File: src/design/nfci_pkg.sv
// Package: types, constants and codes of the NOR flash command interface unit.
package nfci_pkg;
   localparam int BUFFER_WORDS = 32;
   localparam int BUF_IDX_BITS = 5;
   localparam int SECTOR_BITS = 16;
   localparam int ADDRESS_BITS = 24;

   localparam logic [1:0] OP_READ = 2'd0;
   localparam logic [1:0] OP_WRITE = 2'd1;
   localparam logic [1:0] OP_TICK = 2'd2;

   localparam logic [1:0] KIND_READ = 2'd0;
   localparam logic [1:0] KIND_PROGRAM = 2'd1;
   localparam logic [1:0] KIND_ERASE = 2'd2;
   localparam logic [1:0] KIND_ABORT = 2'd3;

   localparam logic [2:0] CSR_PROGRAM_TICKS = 3'd0;
   localparam logic [2:0] CSR_ERASE_TICKS = 3'd1;
   localparam logic [2:0] CSR_MAKER = 3'd2;
   localparam logic [2:0] CSR_DEV_ONE = 3'd3;
   localparam logic [2:0] CSR_DEV_TWO = 3'd4;
   localparam logic [2:0] CSR_DEV_THREE = 3'd5;

   typedef struct packed {
      logic [1:0] operation;
      logic [23:0] word_address;
      logic [15:0] write_word;
      logic [15:0] array_word;
   } req_type;

   typedef struct packed {
      logic [1:0] result_kind;
      logic [15:0] read_word;
      logic [23:0] target_address;
      logic [15:0] program_word;
      logic last_of_run;
   } rsp_type;

   // controller to datapath
   typedef struct packed {
      logic capture;      // latch the input item
      logic do_read;      // form a read result
      logic do_tick;      // count busy down
      logic set_sector;   // latch load sector base
      logic set_count;    // latch words expected, clear loaded
      logic store_word;   // write buffer entry
      logic start_drain;  // reset drain index
      logic drain_step;   // emit buffer entry, advance
      logic emit_abort;
      logic emit_erase;
      logic busy_program;
      logic busy_erase;
      logic set_auto;
      logic clr_auto;
   } cmd_type;

   // datapath to controller
   typedef struct packed {
      logic busy;
      logic [1:0] operation;
      logic [7:0] cmd;
      logic low_555;
      logic low_2aa;
      logic sector_match;
      logic page_match;
      logic count_ok;
      logic first_word;
      logic full;         // loaded reaches expected after this store
      logic room;         // loaded below expected and buffer size
      logic drain_last;
      logic out_full;
   } sts_type;
endpackage

File: src/design/nfci_datapath.sv
// Datapath: registers, command buffer, busy counter and result register.
module nfci_datapath (
   input logic clock,
   input logic reset,
   input logic csr_write,
   input logic [2:0] csr_index,
   input logic [23:0] csr_data,
   input nfci_pkg::req_type req_item,
   input nfci_pkg::cmd_type cmd,
   output nfci_pkg::sts_type sts,
   output logic rsp_valid,
   input logic rsp_stall,
   output nfci_pkg::rsp_type rsp_item
);
   import nfci_pkg::*;

   logic [15:0] prog_ticks_ff;
   logic [23:0] erase_ticks_ff;
   logic [15:0] maker_ff, dev1_ff, dev2_ff, dev3_ff;
   req_type item_ff;
   logic [23:0] sector_ff, page_ff, busy_ff;
   logic [5:0] expected_ff, loaded_ff, drain_ff;
   logic toggle_ff, auto_ff, out_valid_ff;
   rsp_type out_ff, out_in;
   logic [15:0] buf_word [BUFFER_WORDS];
   logic [BUF_IDX_BITS-1:0] buf_off [BUFFER_WORDS];
   logic [15:0] rd_word_ff;
   logic [BUF_IDX_BITS-1:0] rd_off_ff;
   logic [23:0] sector_cur, page_cur;
   logic [15:0] auto_word;

   assign sector_cur = {item_ff.word_address[23:SECTOR_BITS], {SECTOR_BITS{1'b0}}};
   assign page_cur = {item_ff.word_address[23:BUF_IDX_BITS], {BUF_IDX_BITS{1'b0}}};

   // status toward the controller
   always_comb begin
      sts.busy = busy_ff != 24'd0;
      sts.operation = item_ff.operation;
      sts.cmd = item_ff.write_word[7:0];
      sts.low_555 = item_ff.word_address[10:0] == 11'h555;
      sts.low_2aa = item_ff.word_address[10:0] == 11'h2aa;
      sts.sector_match = sector_cur == sector_ff;
      sts.page_match = page_cur == page_ff;
      sts.count_ok = item_ff.write_word < 16'(BUFFER_WORDS);
      sts.first_word = loaded_ff == 6'd0;
      sts.full = (loaded_ff + 6'd1) >= expected_ff;
      sts.room = loaded_ff < expected_ff && loaded_ff < 6'(BUFFER_WORDS);
      sts.drain_last = (drain_ff + 6'd1) >= loaded_ff;
      sts.out_full = out_valid_ff;
   end

   always_comb begin
      case (item_ff.word_address[7:0])
         8'h00: auto_word = maker_ff;
         8'h01: auto_word = dev1_ff;
         8'h0e: auto_word = dev2_ff;
         8'h0f: auto_word = dev3_ff;
         default: auto_word = 16'd0;
      endcase
   end

   // next result item
   always_comb begin
      out_in = '0;
      out_in.last_of_run = 1'b1;
      if (cmd.drain_step) begin
         out_in.result_kind = KIND_PROGRAM;
         out_in.target_address = page_ff + {19'd0, rd_off_ff};
         out_in.program_word = rd_word_ff;
         out_in.last_of_run = sts.drain_last;
      end else if (cmd.emit_abort) begin
         out_in.result_kind = KIND_ABORT;
         out_in.target_address = sector_ff;
      end else if (cmd.emit_erase) begin
         out_in.result_kind = KIND_ERASE;
         out_in.target_address = sector_cur;
      end else begin
         out_in.result_kind = KIND_READ;
         if (busy_ff != 24'd0) out_in.read_word = {9'd0, toggle_ff, 6'd0};
         else if (auto_ff) out_in.read_word = auto_word;
         else out_in.read_word = item_ff.array_word;
      end
   end

   // buffer memory, registered read at drain index
   always_ff @(posedge clock) begin
      if (cmd.store_word) begin
         buf_word[loaded_ff[BUF_IDX_BITS-1:0]] <= item_ff.write_word;
         buf_off[loaded_ff[BUF_IDX_BITS-1:0]] <= item_ff.word_address[BUF_IDX_BITS-1:0];
      end
      rd_word_ff <= buf_word[drain_ff[BUF_IDX_BITS-1:0]];
      rd_off_ff <= buf_off[drain_ff[BUF_IDX_BITS-1:0]];
   end

   // configuration, state and result register
   always_ff @(posedge clock) begin
      if (cmd.capture) item_ff <= req_item;
      if (reset) begin
         prog_ticks_ff <= 16'd100;
         erase_ticks_ff <= 24'd50000;
         maker_ff <= 16'd1;
         dev1_ff <= 16'd8830;
         dev2_ff <= 16'd8738;
         dev3_ff <= 16'd8705;
         sector_ff <= '0;
         page_ff <= '0;
         busy_ff <= '0;
         expected_ff <= '0;
         loaded_ff <= '0;
         drain_ff <= '0;
         toggle_ff <= 1'b0;
         auto_ff <= 1'b0;
         out_valid_ff <= 1'b0;
      end else begin
         if (csr_write) begin
            case (csr_index)
               CSR_PROGRAM_TICKS: prog_ticks_ff <= csr_data[15:0];
               CSR_ERASE_TICKS: erase_ticks_ff <= csr_data;
               CSR_MAKER: maker_ff <= csr_data[15:0];
               CSR_DEV_ONE: dev1_ff <= csr_data[15:0];
               CSR_DEV_TWO: dev2_ff <= csr_data[15:0];
               CSR_DEV_THREE: dev3_ff <= csr_data[15:0];
               default: ;
            endcase
         end
         if (cmd.do_tick && busy_ff != 24'd0) busy_ff <= busy_ff - 24'd1;
         if (cmd.busy_program) busy_ff <= {8'd0, prog_ticks_ff};
         if (cmd.busy_erase) busy_ff <= erase_ticks_ff;
         if (cmd.set_auto) auto_ff <= 1'b1;
         if (cmd.clr_auto) auto_ff <= 1'b0;
         if (cmd.set_sector) sector_ff <= sector_cur;
         if (cmd.set_count) begin
            expected_ff <= item_ff.write_word[5:0] + 6'd1;
            loaded_ff <= '0;
         end
         if (cmd.store_word) begin
            loaded_ff <= loaded_ff + 6'd1;
            if (loaded_ff == 6'd0) page_ff <= page_cur;
         end
         if (cmd.start_drain) drain_ff <= '0;
         if (cmd.drain_step) drain_ff <= drain_ff + 6'd1;
         // status reads flip the toggle bit
         if (cmd.do_read && busy_ff != 24'd0) toggle_ff <= ~toggle_ff;
         if (cmd.do_read || cmd.emit_abort || cmd.emit_erase || cmd.drain_step) begin
            out_valid_ff <= 1'b1;
            out_ff <= out_in;
         end else if (out_valid_ff && !rsp_stall) out_valid_ff <= 1'b0;
      end
   end

   assign rsp_valid = out_valid_ff;
   assign rsp_item = out_ff;

`ifndef SYNTHESIS
   a_no_overwrite: assert property (@(posedge clock) disable iff (reset)
      (out_valid_ff && rsp_stall) |=> out_valid_ff)
      else $error("pending result lost");
   a_loaded_bound: assert property (@(posedge clock) disable iff (reset)
      loaded_ff <= 6'(BUFFER_WORDS))
      else $error("buffer count overflow");
   a_one_emit: assert property (@(posedge clock) disable iff (reset)
      $countones({cmd.do_read, cmd.emit_abort, cmd.emit_erase, cmd.drain_step}) <= 1)
      else $error("two results at once");
`endif
endmodule

File: src/design/nfci_controller.sv
// Controller: command sequence state machine and result sequencing.
module nfci_controller (
   input logic clock,
   input logic reset,
   input logic req_valid,
   output logic req_stall,
   input nfci_pkg::sts_type sts,
   output nfci_pkg::cmd_type cmd
);
   import nfci_pkg::*;

   localparam logic [3:0] ST_IDLE = 4'd0;
   localparam logic [3:0] ST_UNLOCK1 = 4'd1;
   localparam logic [3:0] ST_UNLOCKED = 4'd2;
   localparam logic [3:0] ST_ERASE_SETUP = 4'd3;
   localparam logic [3:0] ST_ERASE_UNLOCK1 = 4'd4;
   localparam logic [3:0] ST_ERASE_UNLOCKED = 4'd5;
   localparam logic [3:0] ST_LOAD_COUNT = 4'd6;
   localparam logic [3:0] ST_LOAD_DATA = 4'd7;
   localparam logic [3:0] ST_LOAD_CONFIRM = 4'd8;

   // phase: waiting, decoding, buffer read, draining
   localparam logic [1:0] PH_WAIT = 2'd0;
   localparam logic [1:0] PH_EXEC = 2'd1;
   localparam logic [1:0] PH_FETCH = 2'd2;
   localparam logic [1:0] PH_DRAIN = 2'd3;

   logic [3:0] step_ff, step_in;
   logic [1:0] phase_ff, phase_in;

   assign req_stall = phase_ff != PH_WAIT;

   always_comb begin
      cmd = '0;
      step_in = step_ff;
      phase_in = phase_ff;
      case (phase_ff)
         PH_WAIT: begin
            if (req_valid) begin
               cmd.capture = 1'b1;
               phase_in = PH_EXEC;
            end
         end
         PH_EXEC: begin
            // hold until the result register is free
            if (!sts.out_full) begin
               phase_in = PH_WAIT;
               if (sts.operation == OP_READ) cmd.do_read = 1'b1;
               else if (sts.operation == OP_TICK) cmd.do_tick = 1'b1;
               else if (sts.operation == OP_WRITE && !sts.busy) begin
                  case (step_ff)
                     ST_LOAD_COUNT: begin
                        if (!sts.sector_match || !sts.count_ok) begin
                           cmd.emit_abort = 1'b1;
                           step_in = ST_IDLE;
                        end else begin
                           cmd.set_count = 1'b1;
                           step_in = ST_LOAD_DATA;
                        end
                     end
                     ST_LOAD_DATA: begin
                        if (!sts.sector_match || (!sts.first_word && !sts.page_match)
                            || !sts.room) begin
                           cmd.emit_abort = 1'b1;
                           step_in = ST_IDLE;
                        end else begin
                           cmd.store_word = 1'b1;
                           if (sts.full) step_in = ST_LOAD_CONFIRM;
                        end
                     end
                     ST_LOAD_CONFIRM: begin
                        step_in = ST_IDLE;
                        if (sts.cmd != 8'h29 || !sts.sector_match) cmd.emit_abort = 1'b1;
                        else begin
                           cmd.start_drain = 1'b1;
                           cmd.busy_program = 1'b1;
                           phase_in = PH_FETCH;
                        end
                     end
                     default: begin
                        if (sts.cmd == 8'hf0) begin
                           cmd.clr_auto = 1'b1;
                           step_in = ST_IDLE;
                        end else begin
                           step_in = ST_IDLE;
                           case (step_ff)
                              ST_IDLE:
                                 if (sts.low_555 && sts.cmd == 8'haa) step_in = ST_UNLOCK1;
                              ST_UNLOCK1:
                                 if (sts.low_2aa && sts.cmd == 8'h55) step_in = ST_UNLOCKED;
                              ST_UNLOCKED: begin
                                 if (sts.cmd == 8'h25) begin
                                    cmd.set_sector = 1'b1;
                                    step_in = ST_LOAD_COUNT;
                                 end else if (sts.low_555 && sts.cmd == 8'h80)
                                    step_in = ST_ERASE_SETUP;
                                 else if (sts.low_555 && sts.cmd == 8'h90)
                                    cmd.set_auto = 1'b1;
                              end
                              ST_ERASE_SETUP:
                                 if (sts.low_555 && sts.cmd == 8'haa)
                                    step_in = ST_ERASE_UNLOCK1;
                              ST_ERASE_UNLOCK1:
                                 if (sts.low_2aa && sts.cmd == 8'h55)
                                    step_in = ST_ERASE_UNLOCKED;
                              ST_ERASE_UNLOCKED:
                                 if (sts.cmd == 8'h30) begin
                                    cmd.emit_erase = 1'b1;
                                    cmd.busy_erase = 1'b1;
                                 end
                              default: step_in = ST_IDLE;
                           endcase
                        end
                     end
                  endcase
               end
            end
         end
         PH_FETCH: phase_in = PH_DRAIN;
         PH_DRAIN: begin
            if (!sts.out_full) begin
               cmd.drain_step = 1'b1;
               phase_in = sts.drain_last ? PH_WAIT : PH_FETCH;
            end
         end
         default: phase_in = PH_WAIT;
      endcase
   end

   always_ff @(posedge clock) begin
      if (reset) begin
         step_ff <= ST_IDLE;
         phase_ff <= PH_WAIT;
      end else begin
         step_ff <= step_in;
         phase_ff <= phase_in;
      end
   end

`ifndef SYNTHESIS
   a_stall_busy: assert property (@(posedge clock) disable iff (reset)
      (phase_ff == PH_DRAIN || phase_ff == PH_FETCH) |-> req_stall)
      else $error("item taken during drain");
   a_fetch_next: assert property (@(posedge clock) disable iff (reset)
      (phase_ff == PH_FETCH) |=> (phase_ff == PH_DRAIN))
      else $error("fetch not followed by drain");
   a_capture_wait: assert property (@(posedge clock) disable iff (reset)
      cmd.capture |-> (phase_ff == PH_WAIT))
      else $error("capture outside wait");
`endif
endmodule

File: src/design/nor_flash_command_interface_unit.sv
// Top level of the NOR flash command interface unit.
// An accepted item is registered, then decoded to its result or state update.
// No item is taken while one is decoded or drained; buffered words drain one at a time.
// A result held by rsp_stall holds the next item's decode until the result is taken.
// Reset is synchronous, active high: read mode idle, registers to defaults.
module nor_flash_command_interface_unit (
   input logic clock,
   input logic reset,
   input logic req_valid,
   output logic req_stall,
   input nfci_pkg::req_type req_item,
   output logic rsp_valid,
   input logic rsp_stall,
   output nfci_pkg::rsp_type rsp_item,
   input logic csr_write,
   input logic [2:0] csr_index,
   input logic [23:0] csr_data
);
   import nfci_pkg::*;

   cmd_type cmd;
   sts_type sts;

   nfci_controller u_ctrl (
      .clock(clock), .reset(reset), .req_valid(req_valid), .req_stall(req_stall),
      .sts(sts), .cmd(cmd)
   );

   nfci_datapath u_dp (
      .clock(clock), .reset(reset), .csr_write(csr_write), .csr_index(csr_index),
      .csr_data(csr_data), .req_item(req_item), .cmd(cmd), .sts(sts),
      .rsp_valid(rsp_valid), .rsp_stall(rsp_stall), .rsp_item(rsp_item)
   );
endmodule

File: config.mk
export PLATFORM = sky130hd
export DESIGN_NAME = nor_flash_command_interface_unit
export DESIGN_NICKNAME = d
export VERILOG_FILES = /design/src/design/nfci_pkg.sv /design/src/design/nfci_datapath.sv /design/src/design/nfci_controller.sv /design/src/design/nor_flash_command_interface_unit.sv
export SDC_FILE = /design/constraint.sdc
export NUM_CORES = 1
export LEC_CHECK = 0
export BUFFER_PORTS_ARGS = -buffer_cell sky130_fd_sc_hd__buf_2
export CORE_UTILIZATION = 55
export DETAILED_ROUTE_END_ITERATION = 7
export GPL_ROUTABILITY_DRIVEN = 0
export GPL_TIMING_DRIVEN = 0
export PLACE_DENSITY_LB_ADDON = 0.12
export SYNTH_ARGS = -nofsm -noshare
export SYNTH_HDL_FRONTEND = slang
export SYNTH_SLANG_ARGS = --single-unit
File: constraint.sdc
create_clock -name clock -period 9.6 [get_ports clock]
set_clock_uncertainty 0.1 [all_clocks]
set_input_delay 0.48 -clock clock [delete_from_list [all_inputs] [get_ports clock]]
set_output_delay 0.48 -clock clock [all_outputs]
set_load 0.005 [all_outputs]
==> metrics.cfg, run 1 <==
[power_and_ir_drop]
peakVddDrop_uv=281.8
pwr_density_cell_nw_per_um2=214.3
power_leakage_nw=14.65

[timing]
rsz0062_at_grt=no
slew_violations=0
fin_setup_tns_ns=0
period_share_pct=48.91
worst_slack_ns=4.904
maxSlewHeadroom_pct=8.383
fmaxAchievable_mhz=213.0
fin_crit_ns=4.696
hold_viol=0
setup_violations=0
timing.hold.ws_ns=0.05015
worst_slew_pin_slew_ns=1.374

[grt]
grt_pass1_vias=23260
grt_max_degree=40
antenna_found_initial=0
grt_first_pass_wirelength_um=150400
grt_usage_pct=28.26
grt_overflow_total=0

[layout]
nNetsFinal=2843
utilization_pct=64.79
drive_above_1_share_pct=21.84
syn_to_final_growth_pct=16.10
finalInstanceArea_um2=45610
fill_cells=4954

[logic_synthesis]
synth_ff_type=edfxtp_1
ys_async_sr_fraction_pct=0
seq_area_frac_synth_pct=70.66
synth.ff_latch_count=992
synth_cells=2390
synth_area_per_cell_um2=16.44
synth-edff-count=789
synth_top_area_share_pct=60.31
yosys-top-cells-count=edfxtp_1, nand2_1, mux4_2
yosys_warnings=0
syn_nets=2508
synth_area_leaders=edfxtp_1, mux4_2, dfxtp_1
yosysMostFrequentCell=edfxtp_1
yosysTopAreaCell=edfxtp_1
yosysUniqueCellTypes=69
syn_area_um2=39280

[drt]
vias=23200
antenna_left=0
firstDrtPassIters=5
drc_errors=0
wire_per_inst_um=26.94
wirelength_um=101000
drtIter0Drc=2664
drt-vias-per-instance=6.190

[setup_path]
worstSetupPathType=reg2reg
r2r_setup_slack_ns=4.90
timing.rr.end=u_dp.buf_word[3][9]
crit_buf_inv=0
start_kind=flip-flop
end_kind=flip-flop
critPathMaxFanout=21
r2r_cells=5
path_cells=nor4_2 -> nand3_1 -> nor4_4 -> nand4_1 -> nor2_4
cp.arrival_ns=4.86
crit-reg2reg-launch=u_dp.busy_ff[2]
cpMaxStageDelayCell=nor2_4
max_stage_delay_ns=1.18
required_ns=9.77
critPathTopFamily=simple AND/OR/NAND/NOR gates
critical_path.startpoint=u_dp.busy_ff[2]

[die]
core_area_um2=70390
die_h_um=269.3
die_w_um=269.3
num_io_pins=151
dieArea_um2=72500
initial_core_util_pct=55.81
rows=97

[clocking]
htree_levels=3
clock_latency_ns=0.65
cts.sinks=992
cts_buffers=98
root_buffer=clkbuf_16
tritoncts=yes
clockBufferDepth=3
cts_setup_buffers=0
cts.clk_slew.worst_paths_ns=0.06

[placement]
preCtsSetupSlack_ns=4.928
hpwl_um=64530
dpl-instance-area_um2=41680
io_buffers=149

[outcome]
outcome=completed

[hold_path]
hold_depth=3
hold_path.class=in2reg
whs_endpoint=u_dp.rsp_valid
min_from=rsp_stall

[job]
drv_cap=0

worst register-to-register path, delay by kind of cell, from the launching register on:
| family | cells | cell delay [ns] |
|---|---|---|
| simple gates | 5 | 3.84 |
| flops | 1 | 0.34 |
worst max path at each step:
stage | to | slack [ns] | cells past startpoint
5_1_grt | u_dp.buf_word[4][3] | 4.58 | 11
6_report | u_dp.buf_word[3][9] | 4.90 | 5
4_1_cts | u_dp.buf_word[7][4] | 4.93 | 6
3_3_place_gp | u_dp.rsp_item[53] | 1.18 | 6
2_1_floorplan | u_dp.rsp_item[0] | 4.33 | 8
3_5_place_dp | u_dp.buf_word[7][7] | 4.93 | 6
through the flow:
stage / power (W) / instances
after floorplan: 0.005697 / 2390
after global placement: 0.006009 / 3479
after detailed placement: 0.006048 / 3494
after CTS: 0.009803 / 3743
after global routing: 0.01010 / 3747
final: 0.009773 / 3748
kinds of logic (layout without fill, tap and decap cells):
logic type                 after synthesis  after routing  share of synthesized area [%]
AOI/OAI and AO/OA                      269            269                          4.306
xor gates and xnor gates                56             56                          1.249
adders and majority gates               28             28                         0.8918
buffers and inverters                  147            564                          1.484
DFF                                    992            992                          70.66
muxes                                  263            263                          13.46
other                                    0              1                              0
and+or+nand+nor                        635            635                          7.953
per-layer routing:
layer	vias up	share of wire [%]	GRT usage (%)
met5	-	0	0
met4	0	2.1	7.760
met3	137	8.0	4.479
met2	1016	48	44.91
met1	12010	42	40.96
li1	10040	-	-
report_power, final:
part | total [W] | switching [W] | internal (W) | leakage (nW)
clock | 0.00377 | 0.00160 | 0.00217 | 1.55
sequential | 0.00487 | 0.000104 | 0.00477 | 8.79
combinational | 0.00113 | 0.000712 | 0.000420 | 4.31
sequential cells by signal, summed over array words and instances (netlist names), 19 cells and up:
name and cells:
u_dp.item_ff 48, u_dp.rsp_item 59, u_dp.buf_off 160, u_dp.erase_ticks_ff 24
u_dp.buf_word 512, u_dp.page_ff 19, u_dp.busy_ff 24
layout make-up:
cell class	instances	area, um^2	area share (%)
inverter	19	71.32	0.1564
tap	940	1176	2.579
sequential	992	27760	60.86
antenna	1	2.502	0.005487
clock buffer	135	2714	5.950
buffer	128	511.7	1.122
timing repair buffer	235	1748	3.832
clock inverter	47	435.4	0.9547
multi-input combinational	1251	11190	24.54
cell usage in the layout (no fill, tap or decap), drive strengths merged, types with 9 or more instances in the layout:
cell type / count
xnor2: 44
dlygate4sd3: 67
mux2: 21
nand3b: 35
mux2i: 32
nand2: 266
nor2: 107
inv: 24
o21ai: 27
nor4: 24
a221oi: 16
nor3: 37
nor2b: 25
mux4: 210
clkbuf: 237
a31o: 9
nand4: 17
clkinv: 34
dfxtp: 203
nand2b: 12
ha: 28
buf: 194
xor2: 12
a21oi: 127
and3: 38
nand3: 42
a211oi: 25
a22oi: 25
edfxtp: 789
what timing repair did:
| item | CTS | global route |
|---|---|---|
| hold buffers | 67 | 0 |
| endpoints found under the hold margin | 67 | 0 |
| resized for setup | 0 | 0 |
No activity file was read; power rests on OpenSTA's default activity.
==> run 2: changes to the inputs <==
Settings changed: ABC_AREA set to 1.
Clock period 9.6 ns to 3.9 ns, I/O delays scaled along.
==> run 2 against run 1 <==
- the flow now finishes with violations (negative setup slack)
- global-route usage rose by 6.5 points
- sequential share of layout area is 3.3 points lower
- final cell count rose by 38%
- final area grew 5.8%
- setup slack got worse by 4.9 ns
- highest routed layer is now met5
- register-to-register slack got worse by 4.9 ns
- first-iteration DRC count increased by 70%
- clock-buffer cell count grew 6
- sequential cell count unchanged
- synthesized cell count up 55%
- wire length up 30%
- critical path depth is 7 higher
- largest cell class unchanged
==> metrics.cfg, run 2 <==
[setup_path]
crit-reg2reg-launch=u_dp.sts[10]
r2r_cells=12  ; +7
start_kind=flip-flop
cp.arrival_ns=4.37  ; -0.49 ns
critPathMaxFanout=19  ; -9.5%
path_cells=inv_1 -> ha_1 -> nand3_1 -> inv_1 -> nand3_1 -> nor4_1 -> nand4_1 -> nand3_1 -> inv_1 -> clkbuf_1 -> a21oi_1 -> nor2_1
r2r_setup_slack_ns=-0.01  ; -4.91 ns
end_kind=flip-flop
cpMaxStageDelayCell=edfxtp_1
timing.rr.end=u_dp.busy_ff[15]
required_ns=4.36  ; -5.41 ns
critPathTopFamily=simple AND/OR/NAND/NOR gates
crit_buf_inv=4  ; +4
worstSetupPathType=reg2reg
max_stage_delay_ns=0.84  ; -0.34 ns

[die]
core_area_um2=71980  ; +2.3%
initial_core_util_pct=55.89  ; +0.081 points
dieArea_um2=74220  ; +2.4%
die_w_um=272.4  ; +1.2%
die_h_um=272.4  ; +1.2%
rows=98  ; +1.0%
num_io_pins=151  ; unchanged

[grt]
grt_pass1_vias=29620  ; +27%
grt_first_pass_wirelength_um=188700  ; +25%
grt_max_degree=49  ; +23%
antenna_found_initial=3  ; +3
grt_overflow_total=0  ; unchanged
grt_usage_pct=34.78  ; +6.5 points

[logic_synthesis]
yosysMostFrequentCell=nor2_1
syn_area_um2=40220  ; +2.4%
yosys_warnings=0  ; unchanged
ys_async_sr_fraction_pct=0  ; unchanged
synth_area_leaders=edfxtp_1, dfxtp_1, nor2_1
yosysTopAreaCell=edfxtp_1
synth_cells=3693  ; +55%
synth_top_area_share_pct=58.90  ; -1.4 points
syn_nets=3811  ; +52%
yosys-top-cells-count=nor2_1, edfxtp_1, o21ai_0
yosysUniqueCellTypes=43  ; -38%
synth_area_per_cell_um2=10.89  ; -34%
synth-edff-count=789  ; unchanged
synth.ff_latch_count=992  ; unchanged
synth_ff_type=edfxtp_1
seq_area_frac_synth_pct=69.00  ; -1.7 points

[hold_path]
hold_path.class=in2reg
min_from=csr_index[2]
hold_depth=6  ; +3
whs_endpoint=u_dp.erase_ticks_ff[1]

[timing]
period_share_pct=100.3  ; +51 points
setup_violations=2  ; +2
worst_slack_ns=-0.009834  ; -4.914 ns
maxSlewHeadroom_pct=1.060  ; -7.3 points
slew_violations=0  ; unchanged
fin_crit_ns=3.910  ; -0.7858 ns
hold_viol=0  ; unchanged
fmaxAchievable_mhz=255.8  ; +20%
worst_slew_pin_slew_ns=1.484  ; +0.1098 ns

[job]
drv_cap=0  ; unchanged

[clocking]
cts.clk_slew.worst_paths_ns=0.06  ; about the same
cts.sinks=992  ; unchanged
htree_levels=3  ; unchanged
root_buffer=clkbuf_16
tritoncts=yes
clock_latency_ns=0.68  ; +0.03 ns
cts_buffers=101  ; +3.1%
clockBufferDepth=3  ; unchanged

[outcome]
outcome=finished with violations
violations=negative setup slack

[drt]
antenna_left=0  ; unchanged
firstDrtPassIters=7  ; +2
wirelength_um=131100  ; +30%
drt-vias-per-instance=6.107  ; -1.3%
drc_errors=0  ; unchanged
vias=31640  ; +36%
wire_per_inst_um=25.30  ; -6.1%
drtIter0Drc=4532  ; +70%

[layout]
drive_above_1_share_pct=11.08  ; -11 points
nNetsFinal=4260  ; +50%
antennaDiodeCount=0  ; -1
layout_common_cells=edfxtp_1, nor2_1, o21ai_0, nand2_1, clkbuf_1
syn_to_final_growth_pct=19.97
largest_reg_flops=512  ; unchanged
layout_commonest_cell=edfxtp_1
utilization_pct=67.04  ; +2.3 points

[power_and_ir_drop]
total_power_w=0.02319  ; +140%
peakVddDrop_uv=330.5  ; +17%
pwr_density_cell_nw_per_um2=480.5  ; +120%
power_leakage_nw=17.49  ; +19%

[placement]
hpwl_um=81470  ; +26%
io_buffers=150  ; +0.67%

## run 2: stage by stage
step	setup slack (ns)	instances	instance area [um^2]	TNS (ns)	hold WS [ns]
4_1_cts	-0.08319	5166	48040	-1.477	0.02961
3_5_place_dp	-0.4059	4815	42910	-147.68	0.2731
6_report	-0.009834	5181	48260	-0.01642	0.07415
3_3_place_gp	-1.804	4793	42160	-1038.85	0.2718
5_1_grt	-0.01141	5181	48260	-0.1311	0.09482
2_1_floorplan	0.2541	3693	40220	0	0.1735
## run 2: power breakdown
group / internal (W) / switching (W)
Sequential: 0.0116 / 0.000206
Clock: 0.00557 / 0.00405
Combinational: 0.000644 / 0.00111
## run 2: timing repair
item	CTS	global route
pin swaps	39	6
setup buffers	56	13
hold buffers	90	0
hold endpoints to repair	177	0
gates cloned	13	0
endpoints found under the setup margin	656	623
gates resized for setup	24	25
## run 2: cells by family after synthesis
logic type      after synthesis  share of synthesized area, %
compound gates              916                         12.50
fa+ha+maj                    28                        0.8710
buf+inv                     428                         4.050
mux                           1                       0.02489
flops                       992                         69.00
xor+xnor                     32                        0.6968
simple gates               1296                         12.85
## run 2: worst max-delay path by stage
stage               startpoint              endpoint  cells after the start
2_1_floorplan  u_dp.busy_ff[0]      u_dp.rsp_item[0]                     11
6_report          u_dp.sts[10]      u_dp.busy_ff[15]                     12
3_3_place_gp   u_dp.busy_ff[0]     u_dp.rsp_item[12]                     11
4_1_cts        u_dp.busy_ff[0]  u_dp.buf_word[5][11]                     12
3_5_place_dp   u_dp.busy_ff[0]   u_dp.buf_word[8][2]                     11
5_1_grt        u_dp.busy_ff[0]  u_dp.buf_word[26][2]                     12
## run 2: cell type report
class                   instances  area (um^2)
plain buffers                 210        820.8
flip-flops and latches        992        27760
fillers                      5258        23720
clock buffers                 141         2820
multi-input cells            2286        11270
clock inverters                51        451.7
repair buffers                333         3124
well taps                     950         1189
inverters                     218        823.3
## run 2: layer usage
metal / share of wire [%] / GRT usage [%] / wire length (um)
met5: 0.015 / 0 / 20
met4: 5.4 / 17.80 / 7121
met3: 12 / 6.515 / 15200
met2: 46 / 54.17 / 59770
met1: 37 / 46.83 / 48950
## run 2: worst register-to-register path, cell delays in order (launching register included)
cell and delay (ns):
edfxtp_1 0.84, inv_1 0.29, ha_1 0.18, nand3_1 0.13, inv_1 0.12, nand3_1 0.07
nor4_1 0.56, nand4_1 0.47, nand3_1 0.27, inv_1 0.17, clkbuf_1 0.30, a21oi_1 0.27
nor2_1 0.06
